[config.mk]
export PLATFORM = sky130hd
export DESIGN_NAME = ordered_dither_bitmap_packer_top
export DESIGN_NICKNAME = d
export VERILOG_FILES = /design/src/rtl/core/odbp_pkg.sv /design/src/rtl/core/odbp_front.sv /design/src/rtl/core/odbp_queue.sv /design/src/rtl/core/odbp_back.sv /design/src/rtl/core/ordered_dither_bitmap_packer_top.sv
export SDC_FILE = /design/constraint.sdc
export NUM_CORES = 1
export LEC_CHECK = 0
export ABC_AREA = 1
export ABC_CLOCK_PERIOD_IN_PS = 3900
export BUFFER_PORTS_ARGS = -buffer_cell sky130_fd_sc_hd__buf_4
export CORE_MARGIN = 10
export CORE_UTILIZATION = 45
export CTS_CLUSTER_SIZE = 8
export DETAILED_ROUTE_END_ITERATION = 10
export PLACE_DENSITY = 0.65
export SLEW_MARGIN = 20
export SYNTH_ARGS = -nofsm -noshare
export SYNTH_HDL_FRONTEND = slang
export SYNTH_SLANG_ARGS = --single-unit
[constraint.sdc]
create_clock -name clock -period 3.9 [get_ports clock]
set_input_delay 0 -clock clock [delete_from_list [all_inputs] [get_ports clock]]
set_output_delay 0 -clock clock [all_outputs]
set_load 0.01 [all_outputs]
[src/rtl/core/odbp_pkg.sv]
// Shared types and constants for the ordered dither bitmap packer.
// Holds the Bayer threshold table, register indexes and the work record type.
// No dependencies.
package odbp_pkg;

   localparam int SUM_W = 10;
   localparam int POS_W = 3;
   localparam int ACC_W = 7;
   localparam int BYTE_W = 8;
   localparam int CSR_W = 16;
   localparam int CSR_IDX_W = 1;
   localparam int PIXEL_W = 32;

   localparam logic [CSR_IDX_W-1:0] CSR_IMAGE_WIDTH  = 1'd0;
   localparam logic [CSR_IDX_W-1:0] CSR_IMAGE_HEIGHT = 1'd1;

   localparam logic [7:0] ALPHA_MIN = 8'h80;

   // (R+G+B)/12 <= t holds exactly when R+G+B < 12*(t+1); entries indexed {col[1:0], row[1:0]}
   localparam logic [SUM_W-1:0] BAYER_LIMIT [16] = '{
      10'd12,  10'd396, 10'd108, 10'd492,
      10'd588, 10'd204, 10'd684, 10'd300,
      10'd156, 10'd540, 10'd60,  10'd444,
      10'd732, 10'd348, 10'd636, 10'd252
   };

   typedef struct packed {
      logic             alpha_ok;
      logic [SUM_W-1:0] sum;
      logic [SUM_W-1:0] limit;
      logic [POS_W-1:0] pos;
      logic             close;
      logic             row_end;
      logic             image_end;
   } odbp_rec_type;

endpackage

[src/rtl/core/odbp_front.sv]
// Front end: accepts pixels, tracks column and row, classifies each beat.
// Holds the size registers and pushes one work record per pixel.
// Depends on odbp_pkg.
module odbp_front #(
   parameter int MAX_SIDE = 32768
) (
   input  logic                                      clock,
   input  logic                                      reset,
   input  logic                                      csr_we,
   input  logic [odbp_pkg::CSR_IDX_W-1:0]            csr_index,
   input  logic [odbp_pkg::CSR_W-1:0]                csr_wdata,
   input  logic                                      req_valid,
   output logic                                      req_ready,
   input  logic [odbp_pkg::PIXEL_W-1:0]              req_argb_pixel,
   output logic                                      push,
   output odbp_pkg::odbp_rec_type                    push_rec,
   input  logic                                      q_ready
);
   import odbp_pkg::*;

   localparam int CW = $clog2(MAX_SIDE);
   localparam int SW = $clog2(MAX_SIDE + 1);
   localparam logic [CSR_W:0] MAX_EXT = (CSR_W + 1)'(MAX_SIDE);

   logic [CSR_W-1:0] width_ff, width_in;
   logic [CSR_W-1:0] height_ff, height_in;
   logic [CW-1:0]    col_ff, col_in;
   logic [CW-1:0]    row_ff, row_in;

   logic [CSR_W:0] w_clamp, h_clamp;
   logic [SW-1:0]  w_eff, h_eff;
   logic [SW-1:0]  col_next, row_next;
   logic           row_done, img_done;

   always_comb begin
      width_in  = width_ff;
      height_in = height_ff;
      if (csr_we) begin
         unique case (csr_index)
            CSR_IMAGE_WIDTH:  width_in  = csr_wdata;
            CSR_IMAGE_HEIGHT: height_in = csr_wdata;
            default: ;
         endcase
      end
   end

   always_comb begin
      if (width_ff == '0) begin
         w_clamp = (CSR_W + 1)'(1);
      end else if ({1'b0, width_ff} > MAX_EXT) begin
         w_clamp = MAX_EXT;
      end else begin
         w_clamp = {1'b0, width_ff};
      end
      if (height_ff == '0) begin
         h_clamp = (CSR_W + 1)'(1);
      end else if ({1'b0, height_ff} > MAX_EXT) begin
         h_clamp = MAX_EXT;
      end else begin
         h_clamp = {1'b0, height_ff};
      end
      w_eff = w_clamp[SW-1:0];
      h_eff = h_clamp[SW-1:0];

      col_next = SW'(col_ff) + SW'(1);
      row_next = SW'(row_ff) + SW'(1);
      row_done = col_next >= w_eff;
      img_done = row_done && (row_next >= h_eff);

      req_ready = q_ready;
      push      = req_valid && q_ready;

      push_rec.alpha_ok  = req_argb_pixel[31:24] >= ALPHA_MIN;
      push_rec.sum       = SUM_W'(req_argb_pixel[23:16]) + SUM_W'(req_argb_pixel[15:8])
                         + SUM_W'(req_argb_pixel[7:0]);
      push_rec.limit     = BAYER_LIMIT[{col_ff[1:0], row_ff[1:0]}];
      push_rec.pos       = col_ff[POS_W-1:0];
      push_rec.close     = (col_ff[POS_W-1:0] == '1) || row_done;
      push_rec.row_end   = row_done;
      push_rec.image_end = img_done;

      col_in = col_ff;
      row_in = row_ff;
      if (push) begin
         if (row_done) begin
            col_in = '0;
            row_in = img_done ? '0 : row_next[CW-1:0];
         end else begin
            col_in = col_next[CW-1:0];
         end
      end
   end

   always_ff @(posedge clock) begin
      if (reset) begin
         width_ff  <= CSR_W'(1);
         height_ff <= CSR_W'(1);
         col_ff    <= '0;
         row_ff    <= '0;
      end else begin
         width_ff  <= width_in;
         height_ff <= height_in;
         col_ff    <= col_in;
         row_ff    <= row_in;
      end
   end

endmodule

[src/rtl/core/odbp_queue.sv]
// Two-entry queue of work records between front and back end.
// Depends on odbp_pkg.
module odbp_queue (
   input  logic                   clock,
   input  logic                   reset,
   input  logic                   push,
   input  odbp_pkg::odbp_rec_type push_rec,
   output logic                   q_ready,
   input  logic                   pop,
   output odbp_pkg::odbp_rec_type pop_rec,
   output logic                   q_valid
);
   import odbp_pkg::*;

   localparam int DEPTH = 2;

   odbp_rec_type entry_ff [DEPTH];
   logic         wr_ptr_ff, wr_ptr_in;
   logic         rd_ptr_ff, rd_ptr_in;
   logic [1:0]   count_ff, count_in;

   always_comb begin
      q_ready   = count_ff != 2'(DEPTH);
      q_valid   = count_ff != '0;
      pop_rec   = entry_ff[rd_ptr_ff];
      wr_ptr_in = push ? ~wr_ptr_ff : wr_ptr_ff;
      rd_ptr_in = pop ? ~rd_ptr_ff : rd_ptr_ff;
      count_in  = count_ff + 2'(push) - 2'(pop);
   end

   always_ff @(posedge clock) begin
      if (push) begin
         entry_ff[wr_ptr_ff] <= push_rec;
      end
   end

   always_ff @(posedge clock) begin
      if (reset) begin
         wr_ptr_ff <= 1'b0;
         rd_ptr_ff <= 1'b0;
         count_ff  <= '0;
      end else begin
         wr_ptr_ff <= wr_ptr_in;
         rd_ptr_ff <= rd_ptr_in;
         count_ff  <= count_in;
      end
   end

`ifndef SYNTHESIS
   a_count_bound: assert property (@(posedge clock) disable iff (reset)
      count_ff <= 2'(DEPTH)) else $error("queue count overflow");
   a_no_empty_pop: assert property (@(posedge clock) disable iff (reset)
      pop |-> q_valid) else $error("pop from empty queue");
   a_no_full_push: assert property (@(posedge clock) disable iff (reset)
      push |-> q_ready) else $error("push into full queue");
`endif

endmodule

[src/rtl/core/odbp_back.sv]
// Back end: thresholds each record, gathers bits and drives the result register.
// Depends on odbp_pkg.
module odbp_back (
   input  logic                        clock,
   input  logic                        reset,
   input  logic                        q_valid,
   input  odbp_pkg::odbp_rec_type      pop_rec,
   output logic                        pop,
   output logic                        rsp_valid,
   input  logic                        rsp_ready,
   output logic [odbp_pkg::BYTE_W-1:0] rsp_packed_byte,
   output logic                        rsp_row_end,
   output logic                        rsp_image_end
);
   import odbp_pkg::*;

   logic [ACC_W-1:0]  acc_ff, acc_in;
   logic              valid_ff, valid_in;
   logic [BYTE_W-1:0] byte_ff, byte_in;
   logic              row_end_ff, row_end_in;
   logic              img_end_ff, img_end_in;
   logic              bit_val;
   logic [BYTE_W-1:0] merged;
   logic              slot_free;

   always_comb begin
      slot_free = !valid_ff || rsp_ready;
      pop       = q_valid && (!pop_rec.close || slot_free);
      bit_val   = pop_rec.alpha_ok && (pop_rec.sum < pop_rec.limit);
      merged    = {1'b0, acc_ff} | (BYTE_W'(bit_val) << pop_rec.pos);

      acc_in     = acc_ff;
      valid_in   = valid_ff && !rsp_ready;
      byte_in    = byte_ff;
      row_end_in = row_end_ff;
      img_end_in = img_end_ff;
      if (pop) begin
         if (pop_rec.close) begin
            acc_in     = '0;
            valid_in   = 1'b1;
            byte_in    = merged;
            row_end_in = pop_rec.row_end;
            img_end_in = pop_rec.image_end;
         end else begin
            acc_in = merged[ACC_W-1:0];
         end
      end
   end

   always_ff @(posedge clock) begin
      if (reset) begin
         acc_ff   <= '0;
         valid_ff <= 1'b0;
      end else begin
         acc_ff   <= acc_in;
         valid_ff <= valid_in;
      end
   end

   always_ff @(posedge clock) begin
      byte_ff    <= byte_in;
      row_end_ff <= row_end_in;
      img_end_ff <= img_end_in;
   end

   assign rsp_valid       = valid_ff;
   assign rsp_packed_byte = byte_ff;
   assign rsp_row_end     = row_end_ff;
   assign rsp_image_end   = img_end_ff;

`ifndef SYNTHESIS
   a_image_end_row: assert property (@(posedge clock) disable iff (reset)
      valid_ff |-> (!img_end_ff || row_end_ff)) else $error("image end without row end");
   a_acc_cleared: assert property (@(posedge clock) disable iff (reset)
      (pop && pop_rec.close) |=> (acc_ff == '0)) else $error("accumulator not cleared");
   a_acc_above_pos: assert property (@(posedge clock) disable iff (reset)
      (q_valid && pop_rec.pos == '0) |-> (acc_ff == '0)) else $error("stale bits at byte start");
`endif

endmodule

[src/rtl/core/ordered_dither_bitmap_packer_top.sv]
// Top level of the ordered dither 1bpp packer: front end, queue, back end.
// A closing pixel reaches rsp through a queue entry, then the result register.
// Throughput: 1 pixel per cycle while q_ready; one byte per 8 pixels or per row end.
// The queue (2 entries) lets the front keep taking pixels while a byte waits on rsp.
// Reset (synchronous) clears position, accumulator and queue; sizes return to 1x1.
// Depends on odbp_pkg, odbp_front, odbp_queue, odbp_back.
module ordered_dither_bitmap_packer_top #(
   parameter int MAX_SIDE = 32768
) (
   input  logic                                clock,
   input  logic                                reset,
   input  logic                                csr_we,
   input  logic [odbp_pkg::CSR_IDX_W-1:0]      csr_index,
   input  logic [odbp_pkg::CSR_W-1:0]          csr_wdata,
   input  logic                                req_valid,
   output logic                                req_ready,
   input  logic [odbp_pkg::PIXEL_W-1:0]        req_argb_pixel,
   output logic                                rsp_valid,
   input  logic                                rsp_ready,
   output logic [odbp_pkg::BYTE_W-1:0]         rsp_packed_byte,
   output logic                                rsp_row_end,
   output logic                                rsp_image_end
);
   import odbp_pkg::*;

   logic         push, pop, q_ready, q_valid;
   odbp_rec_type push_rec, pop_rec;

   odbp_front #(.MAX_SIDE(MAX_SIDE)) u_front (
      .clock          (clock),
      .reset          (reset),
      .csr_we         (csr_we),
      .csr_index      (csr_index),
      .csr_wdata      (csr_wdata),
      .req_valid      (req_valid),
      .req_ready      (req_ready),
      .req_argb_pixel (req_argb_pixel),
      .push           (push),
      .push_rec       (push_rec),
      .q_ready        (q_ready)
   );

   odbp_queue u_queue (
      .clock    (clock),
      .reset    (reset),
      .push     (push),
      .push_rec (push_rec),
      .q_ready  (q_ready),
      .pop      (pop),
      .pop_rec  (pop_rec),
      .q_valid  (q_valid)
   );

   odbp_back u_back (
      .clock           (clock),
      .reset           (reset),
      .q_valid         (q_valid),
      .pop_rec         (pop_rec),
      .pop             (pop),
      .rsp_valid       (rsp_valid),
      .rsp_ready       (rsp_ready),
      .rsp_packed_byte (rsp_packed_byte),
      .rsp_row_end     (rsp_row_end),
      .rsp_image_end   (rsp_image_end)
   );

endmodule
==> PnR_summary.wiki <==
{| class="wikitable"
! Metric !! Value
|-
| Outcome || completed
|-
| Final weighted congestion in routability-driven placement || 0.821
|-
| Clock tree from TritonCTS || done
|-
| First DRT Iteration DRCs || 286
|-
| Signed area change from the synthesized netlist to the final layout || 19.4%
|-
| Post-route fraction of the period consumed by the critical path || 82.8%
|-
| Element type at the critical path end || flop
|-
| Power Dens Cells || 567 mW/mm²
|-
| Maximum fanout count along the critical path || 15
|-
| Hold Path End || u_queue.entry_ff[1][18]$_DFFE_PP_
|-
| EDFF count, synth || 50
|-
| Ys Warns || 0
|-
| Routed wire length || 14,700 µm
|-
| Worst reg-to-reg setup slack || 0.67 ns
|-
| Min Tclk post-route || 3.23 ns
|-
| Die W || 145 µm
|-
| Required time at the worst-slack endpoint || 4.19 ns
|-
| Largest net degree at the start of global routing || 33
|-
| Number of nets with antenna violations after detailed routing || 0
|-
| Hold Path Class || in2reg
|-
| Diodes inserted || 0
|-
| Layout cell share with drive strength beyond 1 || 13.8%
|-
| Cell accounting for the most synthesized area || sky130_fd_sc_hd__dfxtp_1
|-
| Master cell of the clock root buffer || sky130_fd_sc_hd__clkbuf_16
|-
| Number of cell rows || 45
|-
| Vias in the first global route || 5,251
|-
| Max-cap violation count || 0
|-
| Classification of the worst setup path || reg2reg
|-
| Dpl ws || 0.678 ns
|-
| Number of gates resized after CTS || 0
|-
| Final HPWL from detailed placement || 10,700 µm
|-
| Worst path setup slack after routing || 0.670 ns
|-
| Most frequent cell after synthesis || sky130_fd_sc_hd__nand2_1
|-
| Relative max-transition margin || 44.4%
|-
| Height of the die || 145 µm
|-
| Synth top area share || 21.4%
|-
| Netlist area before placement || 0.00702 mm²
|-
| Final count of hold timing violations || 0
|-
| Worst Hold Path Cells || 3
|-
| Register-to-Register Path Depth || 14
|-
| Clock net sink count || 125
|-
| Placeable core region || 0.0153 mm²
|-
| Cells after synthesis || 859
|-
| Maximum root-to-sink buffer count || 2
|-
| Worst-margin pin slew || 0.831 ns
|-
| First-pass GRT wire length || 24,500 µm
|-
| Startpoint kind of the worst setup timing path || flop
|-
| Min-Delay Startpoint || req_argb_pixel[2]
|-
| Switching share of power || 33.9%
|-
| Worst R2R End || u_front.col_ff[11]$_SDFFE_PP0P_
|-
| Endpoints failing setup || 0
|-
| Proportion of register bits with asynchronous set or reset after synthesis || 0%
|-
| Starting Density || 46.0%
|-
| Antenna violations before repair || 0
|-
| Proportion of power drawn by the clock network || 31.8%
|-
| Setup repair after global routing missed its margin || no
|-
| Finished Cell Area || 0.00839 mm²
|-
| Layout Nets || 1,049
|-
| Number of iterations in the first detailed-routing pass || 4
|-
| Static Leakage || 0.00369 µW
|-
| Total internal power || 3140 µW
|-
| Count of buffers from port buffering || 58
|-
| Worst r2r src || u_front.col_ff[1]$_SDFFE_PP0P_
|-
| GRT Residual Overflow || 0
|-
| Distinct cells, synth || 43
|-
| Placed cell area || 0.00763 mm²
|-
| Peak supply drop || 0.457 mV
|-
| DRC violations left || 0
|-
| H-tree levels || 4
|-
| Area contributors post-synth || sky130_fd_sc_hd__dfxtp_1, sky130_fd_sc_hd__edfxtp_1, sky130_fd_sc_hd__ha_1, sky130_fd_sc_hd__nand2_1, sky130_fd_sc_hd__nor2_1
|-
| Data arrival time of the worst path || 3.52 ns
|-
| Via/cell ratio || 4.87
|-
| Register bit total from synthesis || 125
|-
| Leading register cell type out of synthesis || sky130_fd_sc_hd__dfxtp_1
|-
| Share of synthesized area occupied by flip-flops and latches || 42.8%
|-
| Sw Pwr || 1610 µW
|-
| Routed WL per cell || 12.7 µm
|-
| Syn nets || 973
|-
| Total setup buffers inserted after CTS || 0
|-
| Worst-Skew Late Latency || 0.42 ns
|-
| Timing-limited maximum frequency || 310 MHz
|-
| Final total negative setup slack || 0 ns
|-
| Setup Skew || 0.0134 ns
|-
| Total GRT Usage || 13.9%
|-
| I/O pin count || 66
|-
| Via count || 5,639
|-
| Number of CTS-inserted buffers || 17
|-
| Number of max-slew violations in the final report || 0
|-
| Clock transition time at the flip-flop clock pins of the worst setup and hold paths || 0.05 ns
|-
| Share of power burned in registers || 37.1%
|-
| Portion of total power attributed to combinational logic || 31.1%
|-
| Die area || 0.0210 mm²
|-
| Post-Synthesis Mean Instance Area || 8.18 µm²
|-
| Cell types with the highest counts after synthesis || sky130_fd_sc_hd__nand2_1, sky130_fd_sc_hd__nor2_1, sky130_fd_sc_hd__inv_1
|}
==> registers in the layout (all words and copies together), names as in the netlist, named ones only <==
name and count:
u_queue.entry_ff 40, u_front.height_ff 16, u_front.width_ff 16, u_front.col_ff 15, u_front.row_ff 15, u_back.rsp_packed_byte 8
u_back.acc_ff 7, u_queue.count_ff 2, u_back.rsp_image_end 1, u_back.rsp_row_end 1, u_back.rsp_valid 1, u_queue.rd_ptr_ff 1
u_queue.wr_ptr_ff 1
==> power groups by stage <==
stage,clock [µW],sequential (µW),combinational (µW)
after floorplan,0,1780,1110
after global placement,0,1790,1440
after detailed placement,0,1790,1470
after CTS,1540,1760,1500
after global routing,1600,1790,1700
final,1510,1760,1480
==> how the worst max path moves through the flow <==
stage / from / endpoint / slack (ns)
final: u_front.col_ff[1]$_SDFFE_PP0P_ / u_front.col_ff[11]$_SDFFE_PP0P_ / 0.67
after global routing: u_front.col_ff[1]$_SDFFE_PP0P_ / u_front.col_ff[3]$_SDFFE_PP0P_ / 0.27
after CTS: u_front.col_ff[1]$_SDFFE_PP0P_ / u_front.col_ff[11]$_SDFFE_PP0P_ / 0.67
after detailed placement: u_front.col_ff[1]$_SDFFE_PP0P_ / u_front.col_ff[11]$_SDFFE_PP0P_ / 0.68
after global placement: u_front.col_ff[1]$_SDFFE_PP0P_ / u_front.col_ff[11]$_SDFFE_PP0P_ / 0.72
after floorplan: u_front.col_ff[0]$_SDFFE_PP0P_ / u_queue.entry_ff[0][2]$_DFFE_PP_ / 1.23
==> critical path: stages (launching register included) <==
cell	delay [ns]
sky130_fd_sc_hd__dfxtp_1	0.55
sky130_fd_sc_hd__ha_1	0.27
sky130_fd_sc_hd__nand2_1	0.11
sky130_fd_sc_hd__nor2_4	0.16
sky130_fd_sc_hd__nand3_1	0.12
sky130_fd_sc_hd__o21ai_0	0.25
sky130_fd_sc_hd__inv_1	0.07
sky130_fd_sc_hd__ha_1	0.30
sky130_fd_sc_hd__nand2_1	0.05
sky130_fd_sc_hd__o21ai_0	0.21
sky130_fd_sc_hd__a21oi_1	0.11
sky130_fd_sc_hd__nand2_2	0.30
sky130_fd_sc_hd__nand2_4	0.21
sky130_fd_sc_hd__nand2_2	0.30
sky130_fd_sc_hd__nor2_1	0.09
==> routing by layer <==
layer,GRT usage (%),vias to the layer above,part of all wire (%)
met2,22.7,81,48
met1,17.1,2537,47
li1,-,3006,-
met5,0,-,0
met3,3.73,15,3.1
met4,5.21,0,1.6
==> cells by family after synthesis <==
logic type,synth area share [%]
compound gates,9.69
flops,42.8
buf+inv,6.56
mux,0.713
simple gates,25.4
fa+ha+maj,10.8
xor+xnor,4.08
==> repair_timing <==
action / in CTS / in global routing
hold buffers: 19 / 0
endpoints found under the setup margin: 0 / 0
endpoints found under the hold margin: 44 / 0
==> placed cells by master (no fill, tap or decap), types with 5 or more instances in the layout <==
| master | count |
|---|---|
| sky130_fd_sc_hd__nand3_1 | 31 |
| sky130_fd_sc_hd__clkinv_1 | 5 |
| sky130_fd_sc_hd__nor3_1 | 15 |
| sky130_fd_sc_hd__inv_1 | 85 |
| sky130_fd_sc_hd__xnor2_1 | 5 |
| sky130_fd_sc_hd__mux2i_1 | 5 |
| sky130_fd_sc_hd__nor2_2 | 5 |
| sky130_fd_sc_hd__nor4_1 | 7 |
| sky130_fd_sc_hd__clkbuf_16 | 17 |
| sky130_fd_sc_hd__a21oi_2 | 5 |
| sky130_fd_sc_hd__xor2_1 | 24 |
| sky130_fd_sc_hd__a21oi_1 | 45 |
| sky130_fd_sc_hd__nand2_1 | 187 |
| sky130_fd_sc_hd__nand3_2 | 7 |
| sky130_fd_sc_hd__dfxtp_1 | 75 |
| sky130_fd_sc_hd__edfxtp_1 | 50 |
| sky130_fd_sc_hd__nor2_1 | 110 |
| sky130_fd_sc_hd__nand2_2 | 7 |
| sky130_fd_sc_hd__nand4_1 | 17 |
| sky130_fd_sc_hd__o21ai_0 | 58 |
| sky130_fd_sc_hd__ha_1 | 59 |
| sky130_fd_sc_hd__o21ai_1 | 6 |
| sky130_fd_sc_hd__buf_4 | 63 |
| sky130_fd_sc_hd__nor2_4 | 5 |
| sky130_fd_sc_hd__dlygate4sd3_1 | 19 |
==> final cells by class <==
type                       count  area [µm²]
fill                        1429        6870
inverter                      87         327
timing repair buffer          82         663
multi-input combinational    622        3560
sequential                   125        3000
clock inverter                11         118
tap                          211         264
clock buffer                  21         450
==> per-stage QoR <==
stage	power (µW)	utilization, %	hold slack, ns	cells
after floorplan	2890	-	0.113	859
after global placement	3230	50.0	0.194	1108
after global routing	5090	55.0	0.0723	1159
final	4760	55.0	0.0691	1159
after detailed placement	3260	50.0	0.194	1108
after CTS	4800	55.0	0.0571	1159
Power figures use the tool's default switching activity.
